$ cat config.mk
export PLATFORM = sky130hd
export DESIGN_NAME = led_probe_color_tree_classifier
export DESIGN_NICKNAME = d
export VERILOG_FILES = /design/src/rtl/lpc_pkg.sv /design/src/rtl/led_probe_color_tree_classifier.sv /design/src/rtl/lpc_cfg.sv /design/src/rtl/lpc_front.sv /design/src/rtl/lpc_queue.sv /design/src/rtl/lpc_back.sv
export VERILOG_INCLUDE_DIRS = /design/src /design/src/rtl
export SDC_FILE = /design/constraint.sdc
export NUM_CORES = 1
export LEC_CHECK = 0
export ABC_CLOCK_PERIOD_IN_PS = 5700
export BUFFER_PORTS_ARGS = -buffer_cell sky130_fd_sc_hd__buf_4
export CORE_UTILIZATION = 40
export CTS_CLUSTER_DIAMETER = 120
export DETAILED_ROUTE_END_ITERATION = 8
export GPL_ROUTABILITY_DRIVEN = 0
export GPL_TIMING_DRIVEN = 0
export PLACE_DENSITY_LB_ADDON = 0.1
export SLEW_MARGIN = 20
export SYNTH_ARGS = -nofsm -noshare
export SYNTH_HDL_FRONTEND = slang
export SYNTH_SLANG_ARGS = --single-unit
$ cat constraint.sdc
create_clock -name clk_i -period 5.7 [get_ports clk_i]
set_clock_uncertainty 0.1 [all_clocks]
set_input_delay 0.285 -clock clk_i [delete_from_list [all_inputs] [get_ports clk_i]]
set_output_delay 0.285 -clock clk_i [all_outputs]
set_load 0.005 [all_outputs]
$ cat src/rtl/assert_macros.svh
// ----------------------------------------------------------------------------
// Assertion macros
// Clocked property checks shared by the probe classifier modules.
// ----------------------------------------------------------------------------
`ifndef ASSERT_MACROS_SVH
`define ASSERT_MACROS_SVH

// Property must hold at every clock edge outside reset.
`define ASSERT_CLK(label, prop, msg) \
  label: assert property (@(posedge clk_i) disable iff (!rst_ni) (prop)) \
    else $error(msg);

// Expression must never be true outside reset.
`define ASSERT_NEVER(label, expr, msg) \
  label: assert property (@(posedge clk_i) disable iff (!rst_ni) !(expr)) \
    else $error(msg);

`endif

$ cat src/rtl/lpc_pkg.sv
// ----------------------------------------------------------------------------
// lpc_pkg
// Types, constants and helpers of the LED probe color tree classifier.
// ----------------------------------------------------------------------------
package lpc_pkg;

  localparam int unsigned LpcSamples    = 16;
  localparam int unsigned LpcStepCount  = 5;
  localparam int unsigned LpcEntryRegs  = 5;
  localparam int unsigned LpcQueueDepth = 2;
  localparam int unsigned LpcCfgW       = 52;
  localparam int unsigned LpcLevelW     = 10;

  localparam logic [2:0] LpcNextReady = 3'd7;
  localparam logic [2:0] LpcColorNone = 3'd0;
  localparam logic [2:0] LpcColorBad  = 3'd7;

  // register indexes; step entries occupy 0 .. LpcEntryRegs-1
  localparam logic [2:0] RegGuardBand  = 3'd5;
  localparam logic [2:0] RegUpperValid = 3'd6;

  localparam logic [LpcCfgW-1:0] EntryRst0 = 52'd2147483716928;
  localparam logic [LpcCfgW-1:0] EntryRst1 = 52'd3775036556;
  localparam logic [LpcCfgW-1:0] EntryRst2 = 52'd2111063291542698;
  localparam logic [LpcCfgW-1:0] EntryRst3 = 52'd882186282901060;
  localparam logic [LpcCfgW-1:0] EntryRst4 = 52'd222909644659932;
  localparam logic [9:0]         GuardRst  = 10'd4;
  localparam logic [9:0]         UpperRst  = 10'd850;

  typedef enum logic [1:0] {
    CmdStart   = 2'd0,
    CmdSample  = 2'd1,
    CmdTimeout = 2'd2
  } cmd_e;

  typedef struct packed {
    logic [9:0] blue;
    logic [9:0] green;
    logic [9:0] red;
    logic [2:0] lt_color;
    logic [2:0] next_lt;
    logic [2:0] gt_color;
    logic [2:0] next_gt;
    logic [9:0] limit;
  } step_entry_t;

  typedef struct packed {
    step_entry_t [LpcEntryRegs-1:0] entry;
    logic [9:0]                     guard_band;
    logic [9:0]                     upper_valid;
  } cfg_t;

  typedef struct packed {
    logic [1:0]  command;
    logic [11:0] light_sample;
  } in_t;

  typedef struct packed {
    logic [9:0] led_red;
    logic [9:0] led_green;
    logic [9:0] led_blue;
    logic       done_res;
    logic [2:0] color_code;
  } out_t;

  // queued job: final color, or LED levels of step "code"
  typedef struct packed {
    logic       final_res;
    logic [2:0] code;
  } job_t;

  // steps without a register read as all zero
  function automatic step_entry_t entry_at(cfg_t cfg, logic [2:0] idx);
    step_entry_t e;
    e = '0;
    if (idx < 3'(LpcEntryRegs)) begin
      e = cfg.entry[idx];
    end
    return e;
  endfunction

endpackage

$ cat src/rtl/led_probe_color_tree_classifier.sv
// ----------------------------------------------------------------------------
// led_probe_color_tree_classifier
// LED probe color classifier walking a threshold decision tree.
// ----------------------------------------------------------------------------
//  channel  | direction | handshake                | payload
//  ---------+-----------+--------------------------+-----------------------
//  in       | input     | in_valid_i / in_stall_o  | in_data_i  (in_t)
//  out      | output    | out_valid_o / out_stall_i| out_data_o (out_t)
//  cfg      | input     | cfg_we_i, no wait        | cfg_addr_i, cfg_wdata_i
//
//  One input transfer per cycle while in_stall_o is low. The transfer that
//  completes a block of SAMPLES samples is followed by a decision cycle
//  (reciprocal multiply of the sum, limit and guard compares) with
//  in_stall_o high. A start or timeout result passes the job queue and
//  the output register before it shows on out_valid_o; a block result
//  first passes the decision register (dec_q) as well.
//  Reset (rst_ni low, async) clears the probe state and the job queue and
//  reloads the default tree, guard band and upper limit.
//  Output stall first fills the two-entry job queue, then raises in_stall_o.
// ----------------------------------------------------------------------------
module led_probe_color_tree_classifier #(
  parameter int unsigned SAMPLES = lpc_pkg::LpcSamples
) (
  input  logic                        clk_i,
  input  logic                        rst_ni,
  // item input
  input  logic                        in_valid_i,
  output logic                        in_stall_o,
  input  lpc_pkg::in_t                in_data_i,
  // result output
  output logic                        out_valid_o,
  input  logic                        out_stall_i,
  output lpc_pkg::out_t               out_data_o,
  // configuration writes
  input  logic                        cfg_we_i,
  input  logic [2:0]                  cfg_addr_i,
  input  logic [lpc_pkg::LpcCfgW-1:0] cfg_wdata_i
);
  import lpc_pkg::*;

  cfg_t cfg;
  logic push;
  job_t push_job;
  logic q_full;
  logic q_valid;
  job_t q_job;
  logic pop;

  // register bank, shared by decision and LED level lookup
  lpc_cfg u_cfg (
    .clk_i       (clk_i),
    .rst_ni      (rst_ni),
    .cfg_we_i    (cfg_we_i),
    .cfg_addr_i  (cfg_addr_i),
    .cfg_wdata_i (cfg_wdata_i),
    .cfg_o       (cfg)
  );

  // front: commands, accumulation, tree decision
  lpc_front #(
    .SAMPLES (SAMPLES)
  ) u_front (
    .clk_i      (clk_i),
    .rst_ni     (rst_ni),
    .in_valid_i (in_valid_i),
    .in_data_i  (in_data_i),
    .in_stall_o (in_stall_o),
    .cfg_i      (cfg),
    .q_full_i   (q_full),
    .push_o     (push),
    .job_o      (push_job)
  );

  // decouples the decision from output stalls
  lpc_queue u_queue (
    .clk_i   (clk_i),
    .rst_ni  (rst_ni),
    .push_i  (push),
    .job_i   (push_job),
    .full_o  (q_full),
    .pop_i   (pop),
    .valid_o (q_valid),
    .job_o   (q_job)
  );

  // back: LED level lookup and output register
  lpc_back u_back (
    .clk_i       (clk_i),
    .rst_ni      (rst_ni),
    .cfg_i       (cfg),
    .q_valid_i   (q_valid),
    .q_job_i     (q_job),
    .pop_o       (pop),
    .out_valid_o (out_valid_o),
    .out_stall_i (out_stall_i),
    .out_data_o  (out_data_o)
  );

endmodule

$ cat src/rtl/lpc_cfg.sv
// ----------------------------------------------------------------------------
// lpc_cfg
// Configuration register bank: five step entries, guard band, upper limit.
// ----------------------------------------------------------------------------
module lpc_cfg (
  input  logic                          clk_i,
  input  logic                          rst_ni,
  input  logic                          cfg_we_i,
  input  logic [2:0]                    cfg_addr_i,
  input  logic [lpc_pkg::LpcCfgW-1:0]   cfg_wdata_i,
  output lpc_pkg::cfg_t                 cfg_o
);
  import lpc_pkg::*;

  cfg_t cfg_q;

  always_ff @(posedge clk_i or negedge rst_ni) begin
    if (!rst_ni) begin
      cfg_q.entry[0]    <= step_entry_t'(EntryRst0);
      cfg_q.entry[1]    <= step_entry_t'(EntryRst1);
      cfg_q.entry[2]    <= step_entry_t'(EntryRst2);
      cfg_q.entry[3]    <= step_entry_t'(EntryRst3);
      cfg_q.entry[4]    <= step_entry_t'(EntryRst4);
      cfg_q.guard_band  <= GuardRst;
      cfg_q.upper_valid <= UpperRst;
    end else if (cfg_we_i) begin
      if (cfg_addr_i < 3'(LpcEntryRegs)) begin
        cfg_q.entry[cfg_addr_i] <= step_entry_t'(cfg_wdata_i);
      end else if (cfg_addr_i == RegGuardBand) begin
        cfg_q.guard_band <= cfg_wdata_i[9:0];
      end else if (cfg_addr_i == RegUpperValid) begin
        cfg_q.upper_valid <= cfg_wdata_i[9:0];
      end
    end
  end

  assign cfg_o = cfg_q;

endmodule

$ cat src/rtl/lpc_front.sv
// ----------------------------------------------------------------------------
// lpc_front
// Command decode, sample accumulation and tree decision; emits jobs.
// ----------------------------------------------------------------------------
module lpc_front #(
  parameter int unsigned SAMPLES = lpc_pkg::LpcSamples
) (
  input  logic           clk_i,
  input  logic           rst_ni,
  input  logic           in_valid_i,
  input  lpc_pkg::in_t   in_data_i,
  output logic           in_stall_o,
  input  lpc_pkg::cfg_t  cfg_i,
  input  logic           q_full_i,
  output logic           push_o,
  output lpc_pkg::job_t  job_o
);
  import lpc_pkg::*;
  `include "assert_macros.svh"

  localparam int unsigned SumW     = 12 + $clog2(SAMPLES);
  localparam int unsigned CntW     = (SAMPLES > 1) ? $clog2(SAMPLES) : 1;
  localparam int unsigned Div      = SAMPLES * 4;
  localparam int unsigned DivShift = SumW + $clog2(Div);
  localparam int unsigned Recip    = ((1 << DivShift) + Div - 1) / Div;
  localparam int unsigned RecipW   = SumW + 1;
  localparam int unsigned ProdW    = SumW + RecipW;

  logic            busy_q, busy_d;
  logic [2:0]      step_q, step_d;
  logic [SumW-1:0] sum_q, sum_d;
  logic [CntW-1:0] cnt_q, cnt_d;
  logic            dec_q, dec_d;
  logic [SumW-1:0] dec_sum_q, dec_sum_d;

  logic            accept;
  logic [SumW-1:0] sum_add;
  logic [ProdW-1:0] prod;
  logic [9:0]      avg;
  logic [9:0]      diff;
  logic            above;
  logic            fail;
  logic [2:0]      nxt;
  logic [2:0]      color;
  step_entry_t     ent;

  // decision cycle blocks input; a full queue too
  assign in_stall_o = dec_q || q_full_i;
  assign accept     = in_valid_i && !in_stall_o;
  assign sum_add    = sum_q + SumW'(in_data_i.light_sample);

  // average by reciprocal multiply, exact over the whole sum range
  assign prod  = ProdW'(dec_sum_q) * ProdW'(RecipW'(Recip));
  assign avg   = prod[DivShift +: 10];
  assign ent   = entry_at(cfg_i, step_q);
  assign above = avg > ent.limit;
  assign diff  = above ? (avg - ent.limit) : (ent.limit - avg);
  assign fail  = (avg > cfg_i.upper_valid) || (avg == ent.limit) ||
                 (diff < cfg_i.guard_band);
  assign nxt   = above ? ent.next_gt : ent.next_lt;
  assign color = above ? ent.gt_color : ent.lt_color;

  always_comb begin
    busy_d    = busy_q;
    step_d    = step_q;
    sum_d     = sum_q;
    cnt_d     = cnt_q;
    dec_d     = 1'b0;
    dec_sum_d = dec_sum_q;
    push_o    = 1'b0;
    job_o     = '0;
    if (dec_q) begin
      push_o = 1'b1;
      if (fail || (nxt != LpcNextReady && nxt >= 3'(LpcStepCount))) begin
        job_o  = '{final_res: 1'b1, code: LpcColorNone};
        busy_d = 1'b0;
      end else if (nxt == LpcNextReady) begin
        job_o  = '{final_res: 1'b1,
                   code: (color == LpcColorBad) ? LpcColorNone : color};
        busy_d = 1'b0;
      end else begin
        job_o  = '{final_res: 1'b0, code: nxt};
        step_d = nxt;
      end
    end else if (accept) begin
      case (cmd_e'(in_data_i.command))
        CmdStart: begin
          busy_d = 1'b1;
          step_d = 3'd0;
          sum_d  = '0;
          cnt_d  = '0;
          push_o = 1'b1;
          job_o  = '{final_res: 1'b0, code: 3'd0};
        end
        CmdTimeout: begin
          if (busy_q) begin
            busy_d = 1'b0;
            sum_d  = '0;
            cnt_d  = '0;
            push_o = 1'b1;
            job_o  = '{final_res: 1'b1, code: LpcColorNone};
          end
        end
        CmdSample: begin
          if (busy_q) begin
            if (cnt_q == CntW'(SAMPLES - 1)) begin
              dec_d     = 1'b1;
              dec_sum_d = sum_add;
              sum_d     = '0;
              cnt_d     = '0;
            end else begin
              sum_d = sum_add;
              cnt_d = cnt_q + CntW'(1);
            end
          end
        end
        default: begin
        end
      endcase
    end
  end

  always_ff @(posedge clk_i or negedge rst_ni) begin
    if (!rst_ni) begin
      busy_q <= 1'b0;
      step_q <= 3'd0;
      sum_q  <= '0;
      cnt_q  <= '0;
      dec_q  <= 1'b0;
    end else begin
      busy_q <= busy_d;
      step_q <= step_d;
      sum_q  <= sum_d;
      cnt_q  <= cnt_d;
      dec_q  <= dec_d;
    end
  end

  always_ff @(posedge clk_i) begin
    dec_sum_q <= dec_sum_d;
  end

  `ASSERT_NEVER(a_push_when_full, push_o && q_full_i, "job pushed into full queue")
  `ASSERT_CLK(a_dec_one_cycle, dec_q |=> !dec_q, "decision pending two cycles")
  `ASSERT_CLK(a_dec_pushes, dec_q |-> push_o, "decision without a job")
  `ASSERT_CLK(a_dec_busy, dec_q |-> busy_q, "decision while idle")

endmodule

$ cat src/rtl/lpc_queue.sv
// ----------------------------------------------------------------------------
// lpc_queue
// Small job queue between the decision front and the output back.
// ----------------------------------------------------------------------------
module lpc_queue (
  input  logic           clk_i,
  input  logic           rst_ni,
  input  logic           push_i,
  input  lpc_pkg::job_t  job_i,
  output logic           full_o,
  input  logic           pop_i,
  output logic           valid_o,
  output lpc_pkg::job_t  job_o
);
  import lpc_pkg::*;
  `include "assert_macros.svh"

  localparam int unsigned PtrW = (LpcQueueDepth > 1) ? $clog2(LpcQueueDepth) : 1;
  localparam int unsigned CntW = $clog2(LpcQueueDepth + 1);

  job_t            mem_q [LpcQueueDepth];
  logic [PtrW-1:0] wr_ptr_q, rd_ptr_q;
  logic [CntW-1:0] cnt_q;

  function automatic logic [PtrW-1:0] ptr_inc(logic [PtrW-1:0] p);
    logic [PtrW-1:0] n;
    n = (p == PtrW'(LpcQueueDepth - 1)) ? '0 : p + PtrW'(1);
    return n;
  endfunction

  assign full_o  = cnt_q == CntW'(LpcQueueDepth);
  assign valid_o = cnt_q != '0;
  assign job_o   = mem_q[rd_ptr_q];

  always_ff @(posedge clk_i or negedge rst_ni) begin
    if (!rst_ni) begin
      wr_ptr_q <= '0;
      rd_ptr_q <= '0;
      cnt_q    <= '0;
    end else begin
      if (push_i) begin
        wr_ptr_q <= ptr_inc(wr_ptr_q);
      end
      if (pop_i) begin
        rd_ptr_q <= ptr_inc(rd_ptr_q);
      end
      if (push_i && !pop_i) begin
        cnt_q <= cnt_q + CntW'(1);
      end else if (pop_i && !push_i) begin
        cnt_q <= cnt_q - CntW'(1);
      end
    end
  end

  always_ff @(posedge clk_i) begin
    if (push_i) begin
      mem_q[wr_ptr_q] <= job_i;
    end
  end

  `ASSERT_NEVER(a_pop_empty, pop_i && !valid_o, "pop from empty queue")
  `ASSERT_NEVER(a_cnt_range, cnt_q > CntW'(LpcQueueDepth), "queue count overflow")
  `ASSERT_CLK(a_cnt_up, push_i && !pop_i |=> cnt_q == $past(cnt_q) + CntW'(1),
              "queue count missed a push")

endmodule

$ cat src/rtl/lpc_back.sv
// ----------------------------------------------------------------------------
// lpc_back
// Turns queued jobs into result transfers held in an output register.
// ----------------------------------------------------------------------------
module lpc_back (
  input  logic           clk_i,
  input  logic           rst_ni,
  input  lpc_pkg::cfg_t  cfg_i,
  input  logic           q_valid_i,
  input  lpc_pkg::job_t  q_job_i,
  output logic           pop_o,
  output logic           out_valid_o,
  input  logic           out_stall_i,
  output lpc_pkg::out_t  out_data_o
);
  import lpc_pkg::*;
  `include "assert_macros.svh"

  logic        out_valid_q;
  out_t        out_q, out_d;
  step_entry_t ent;

  assign pop_o = q_valid_i && (!out_valid_q || !out_stall_i);
  assign ent   = entry_at(cfg_i, q_job_i.code);

  always_comb begin
    out_d = '0;
    if (q_job_i.final_res) begin
      out_d.done_res   = 1'b1;
      out_d.color_code = q_job_i.code;
    end else begin
      out_d.led_red   = ent.red;
      out_d.led_green = ent.green;
      out_d.led_blue  = ent.blue;
    end
  end

  always_ff @(posedge clk_i or negedge rst_ni) begin
    if (!rst_ni) begin
      out_valid_q <= 1'b0;
    end else if (pop_o) begin
      out_valid_q <= 1'b1;
    end else if (!out_stall_i) begin
      out_valid_q <= 1'b0;
    end
  end

  always_ff @(posedge clk_i) begin
    if (pop_o) begin
      out_q <= out_d;
    end
  end

  assign out_valid_o = out_valid_q;
  assign out_data_o  = out_q;

  `ASSERT_CLK(a_done_led_off,
              out_valid_q && out_q.done_res |-> out_q.led_red == '0 &&
              out_q.led_green == '0 && out_q.led_blue == '0,
              "final result with LED on")
  `ASSERT_CLK(a_levels_no_color, out_valid_q && !out_q.done_res |-> out_q.color_code == '0,
              "level result carries a color")
  `ASSERT_NEVER(a_final_bad_color, pop_o && q_job_i.final_res && q_job_i.code == LpcColorBad,
                "color code 7 reached the output")

endmodule
---- Word-level counts from Yosys, hierarchy flattened ----
Memories as Yosys holds them, arrays and structs flattened.
Cells that the tools add are included.
word-level totals
  bits in registers ....................... 360
  RAM bits ................................ 8
  input port bits ......................... 74
  output and inout port bits .............. 36
  logic and storage cells ................. 182
  memories kept ........................... 1
cells by class
  $add $sub $neg .......................... 8
  $lt $le $gt $ge ......................... 11
  equality and inequality tests ........... 16
  muxes and demuxes ....................... 54
  bitwise gates (word level) .............. 4
  reductions and logical operators ........ 31
memories
  name           words  width  rd ports  clocked after memory_dff  wr ports  line             source
  u_queue.mem_q  2      4      1         0                         1         lpc_queue.sv:21  job_t mem_q [LpcQueueDepth];
operators by type and width
  kind                                                                           count
  52-bit binary-select mux with 3-bit select                                     2
  260-bit bitwise mux                                                            1
  52-bit demux with 3-bit select                                                 1
  52-bit 2-to-1 mux                                                              2
  16-bit 2-to-1 mux                                                              3
  16-bit one-hot mux with 3 select lines                                         1
  22-bit 2-to-1 mux                                                              2
  4-bit 2-to-1 mux                                                               10
  3-bit 2-to-1 mux                                                               8
  10-bit > comparator                                                            2
  10-bit subtractor                                                              2
  1-bit 2-to-1 mux                                                               18
  16-bit by 12-bit adder with 16-bit output                                      1
  3-bit equality test (second input constant)                                    4
  3-bit by 4-bit less-than comparator with 1-bit output (second input constant)  3
  4-bit one-hot mux with 3 select lines                                          1
  10-bit equality test                                                           1
  10-bit less-than comparator                                                    1
  10-bit 2-to-1 mux                                                              1
  5-bit AND reduction                                                            2
  3-bit less-than comparator (second input constant)                             3
  4-bit AND reduction                                                            2
  2-bit nonzero test                                                             4
  1-bit logical AND                                                              6
  other kinds (22)                                                               43

---- Depth between registers and ports, before layout ----
  depth after elaboration ................. 10
  gate-level depth with buffers ........... 27
  gate-level depth less buffers ........... 23

---- Cells and area by module ----
Synthesis repeated with hierarchy kept, for this count alone.
second synthesis, totals
  cell total of the unflattened synthesis .. 1,291
  area total of the unflattened synthesis .. 17,820.8 um^2
by module, submodules not included
  module     times used  cells each  area an instance (um^2)  sequential area each (um^2)
  lpc_cfg    1           597         10,671.5                 7,123.1
  lpc_front  1           482         4,207.8                  925.9
  lpc_back   1           184         2,464.9                  1,046.0
  lpc_queue  1           28          476.7                    340.3

---- Worst setup path before layout ----
Ideal clock, no wire load.
  path type ............................... reg2reg
  start ................................... register u_front.step_q[0]
  end ..................................... memory u_queue.mem_q[0][1] in the netlist's numbering, data pin
  setup time .............................. 0.184 ns
  data arrival time ....................... 5.839 ns
  slack ................................... -0.423 ns
  cell stages (with the launch flop) ...... 27
  path buffers ............................ 3
  clock period less this slack ............ 6.123 ns
  cell sequence ........................... dfrtp_1 clkbuf_1 clkbuf_1 clkbuf_1 mux2i_1 nor2_1 a21oi_1 o21a_1 inv_1 ha_1 inv_1 fa_1 a21o_1 a221oi_2 o221a_4 nor2_4 mux2_4 a221oi_4 nor4b_2 a311oi_1 ha_1 nand3_1 a221o_1 a2111oi_0 and2_1 o31ai_1 a211oi_1
RTL lines
  element                 line              source
  start, declared         lpc_front.sv:30   logic [2:0] step_q, step_d;
  start signal, assigned  lpc_front.sv:132  step_q <= step_d;
  end, declared           lpc_queue.sv:21

==> flow_summary.ini <==
[routing]
wl_per_cell_um = 19.4
drt-initial-drc-count = 592
routed_wl_um = 45600
num_vias = 12200
drtPass1Iterations = 5
vias_per_cell = 5.20
ant_nets = 0
drc_errors = 0

[status]
status = finished with violations
failed_checks = negative setup slack

[layout]
finalNonFillerCells = 2354
fill_cells = 3972
layout_commonest_cell = mux2_2
final_nets = 1864
antennaDiodeCount = 0
area_growth_pct = 23.4
regArea_sq_um = 9440
postLayoutCoreUtil = 0.504
drive_gt1_frac = 0.376
final_cell_mix = 293 x mux2_2, 215 x dfrtp_1, 196 x nand2_1
multi_input_area_sq_um = 7950

[worst_hold_path]
min_from = in_valid_i
hp-class = input pin to flop

[timing]
setup_slack_ns = -0.106
setup_viol = 11
hold_violations = 0
rsz0062_at_grt = true
relSlewSlack = 0.350
hold_ws_ns = 0.0592
finalMaxSlewViolations = 0
clock.fmax_ghz = 0.172
period_share = 1.02
worstMarginPinSlew_ns = 0.976
post-route-min-period_ns = 5.81

[power]
total_power_uw = 9440
switchingPower_uw = 3050
peakVddDrop_uv = 304
pwr-share-seq = 0.394
clock_power_share = 0.281
leakage_uw = 0.00924
comb_power_share = 0.325
p_int_uw = 6380
power_density_nw_per_um2 = 431
swShare = 0.324

[clock_tree]
cts_max_level = 2
numCtsBuffers = 42
clk_path_buf_depth = 3
root_buffer = clkbuf_16
cts_tree = built
clk_latency_ns = 0.57
clkSinkCount = 362
clkTransAtPathRegs_ns = 0.06

[worst_setup_path]
cp-startpoint = u_front.step_q[2]$_DFFE_PN0P_
startpoint_type = flop
r2r_start = u_front.step_q[2]$_DFFE_PN0P_
crit_arrival_ns = 6.03
crit_path_max_fanout = 10
critPathRequiredTime_ns = 5.92
path_class = flop to flop
crit_path_end_kind = flop

[synthesis]
synth_top_area_share = 0.306
ys_async_sr_fraction = 0.856
yosysWarnings = 0
synth_area_sq_um = 17700
seq_area_frac_synth = 0.532
synth_area_leaders = dfrtp_1 31%, mux2_2 19%, dfstp_2 14%
yosysTopAreaCell = dfrtp_1
syn_inst = 1491
synth.distinct_cells = 69
synth_flop_cell = dfrtp_1
ys_ff_latch = 362
syn_nets = 1620
syn-mean-instance-area_sq_um = 11.9
synth_edf_count = 52

[global_routing]
grt_pass1_wl_um = 72700
grt_usage = 0.210
grt_remaining_overflow = 0
antenna_found_initial = 0
grt_max_degree = 88
grt_pass1_vias = 12900

[floorplan]
ios = 110
start_util = 0.409
fp-row-count = 76
die_area_sq_um = 45100
dieWidth_um = 212
fp.coreArea_sq_um = 43400
die_y_um = 212

[job]
maxCapViolations = 0

[placed_design]
place_hpwl_um = 31100
portBuffers = 107
numPlacedInstances = 2189
place_worst_setup_slack_ns = -1.50
==> flip-flops by register name, indices dropped and copies added, names as in the netlist <==
register,count
u_back.out_data_o,34
u_front.step_q,3
u_front.sum_q,16
u_queue.cnt_q,2
u_front.dec_sum_q,10
u_front.dec_q,1
u_cfg.cfg_o,280
u_queue.mem_q,8
u_back.out_valid_o,1
u_queue.wr_ptr_q,1
u_queue.rd_ptr_q,1
u_front.cnt_q,4
u_front.busy_q,1
==> per-stage QoR <==
| step | TNS [ns] | cell area [sq um] |
|---|---|---|
| after floorplan | 0 | 17700 |
| after global placement | -15.89 | 19300 |
| after detailed placement | -15.71 | 19400 |
| after CTS | -0.416 | 21800 |
| after global routing | -4.24 | 21900 |
| final | -0.742 | 21900 |
==> logic make-up after synthesis <==
kind of cell / Yosys count / share of synthesized area
compound gates: 185 / 0.0723
mux: 335 / 0.215
flops: 362 / 0.532
simple gates: 398 / 0.0998
xor+xnor: 24 / 0.0119
buf+inv: 132 / 0.0289
fa+ha+maj: 55 / 0.0401
==> power groups by stage <==
stage | Sequential, uW | Combinational [uW] | Clock (uW)
after floorplan | 3690 | 1950 | 0
after detailed placement | 3760 | 2890 | 0
after CTS | 3720 | 3080 | 2730
after global routing | 3810 | 3400 | 2830
after global placement | 3740 | 2810 | 0
final | 3720 | 3070 | 2650
==> worst paths after layout <==
| check | to | slack [ns] | depth (start not counted) |
|---|---|---|---|
| min | u_front.busy_q$_DFFE_PN0P_ | 0.06 | 4 |
| max reg2reg | u_queue.mem_q[0][3]$_DFFE_PP_ | -0.11 | 26 |
| max in group asynchronous | u_cfg.cfg_o[265]$_DFFE_PN1P_ | 4.43 | 3 |
| min in group asynchronous | u_cfg.cfg_o[67]$_DFFE_PN0P_ | 0.17 | 2 |
| max | u_queue.mem_q[0][3]$_DFFE_PP_ | -0.11 | 26 |
| min reg2reg | u_front.cnt_q[3]$_DFFE_PN0P_ | 0.39 | 1 |
==> cell usage after synthesis (5+ instances only) <==
cell	number
mux2_2	294
dfrtp_1	217
nand2_1	196
nand3_1	107
dfstp_2	93
clkbuf_1	71
a21oi_1	70
inv_1	55
edfxtp_1	52
ha_1	52
nor2_1	46
mux2i_1	33
o21ai_0	25
xnor2_1	18
o21a_1	14
a22o_1	11
nor3_1	10
a211oi_1	7
a21o_1	7
and2_1	6
mux4_2	6
nor2b_1	6
xor2_1	6
nand2b_1	5
o22a_1	5
==> routing by layer <==
layer	vias to the layer above	share of wire	GRT usage
met3	67	0.029	0.0309
li1	5795	-	-
met1	6194	0.44	0.270
met2	175	0.50	0.366
met4	0	0.023	0.0608
met5	-	0	0
==> area by class of cell <==
class,count,area share
inverter,55,0.00961
multi-input combinational,997,0.364
clock buffer,55,0.0550
buffer,75,0.0188
timing repair buffer,202,0.0806
tap,585,0.0335
clock inverter,23,0.00744
sequential,362,0.432
==> repair_timing <==
action / in CTS / in global routing
hold buffers: 58 / 0
buffers inserted: 28 / 1
setup endpoints to repair: 12 / 12
pin swaps: 19 / 2
endpoints found under the hold margin: 349 / 0
cloned: 2 / 0
gates resized for setup: 51 / 4
==> critical path, stage by stage (launching register included) <==
cell	delay, ns
dfrtp_1	0.37
buf_8	0.12
clkinvlp_4	0.12
nor3_4	0.25
clkbuf_8	0.21
nand2_1	0.06
o21a_1	0.14
inv_1	0.07
ha_2	0.17
inv_2	0.05
fa_2	0.36
a21o_1	0.24
a221oi_4	0.36
o221ai_4	0.23
nand2_2	0.20
buf_4	0.24
mux2i_1	0.13
a21o_1	0.22
a221oi_2	0.23
xnor2_1	0.11
ha_1	0.32
nand3_2	0.08
a221o_1	0.30
a2111oi_4	0.38
buf_4	0.19
o21ai_2	0.05
a32o_2	0.26
Power figures use the tool's default switching activity.
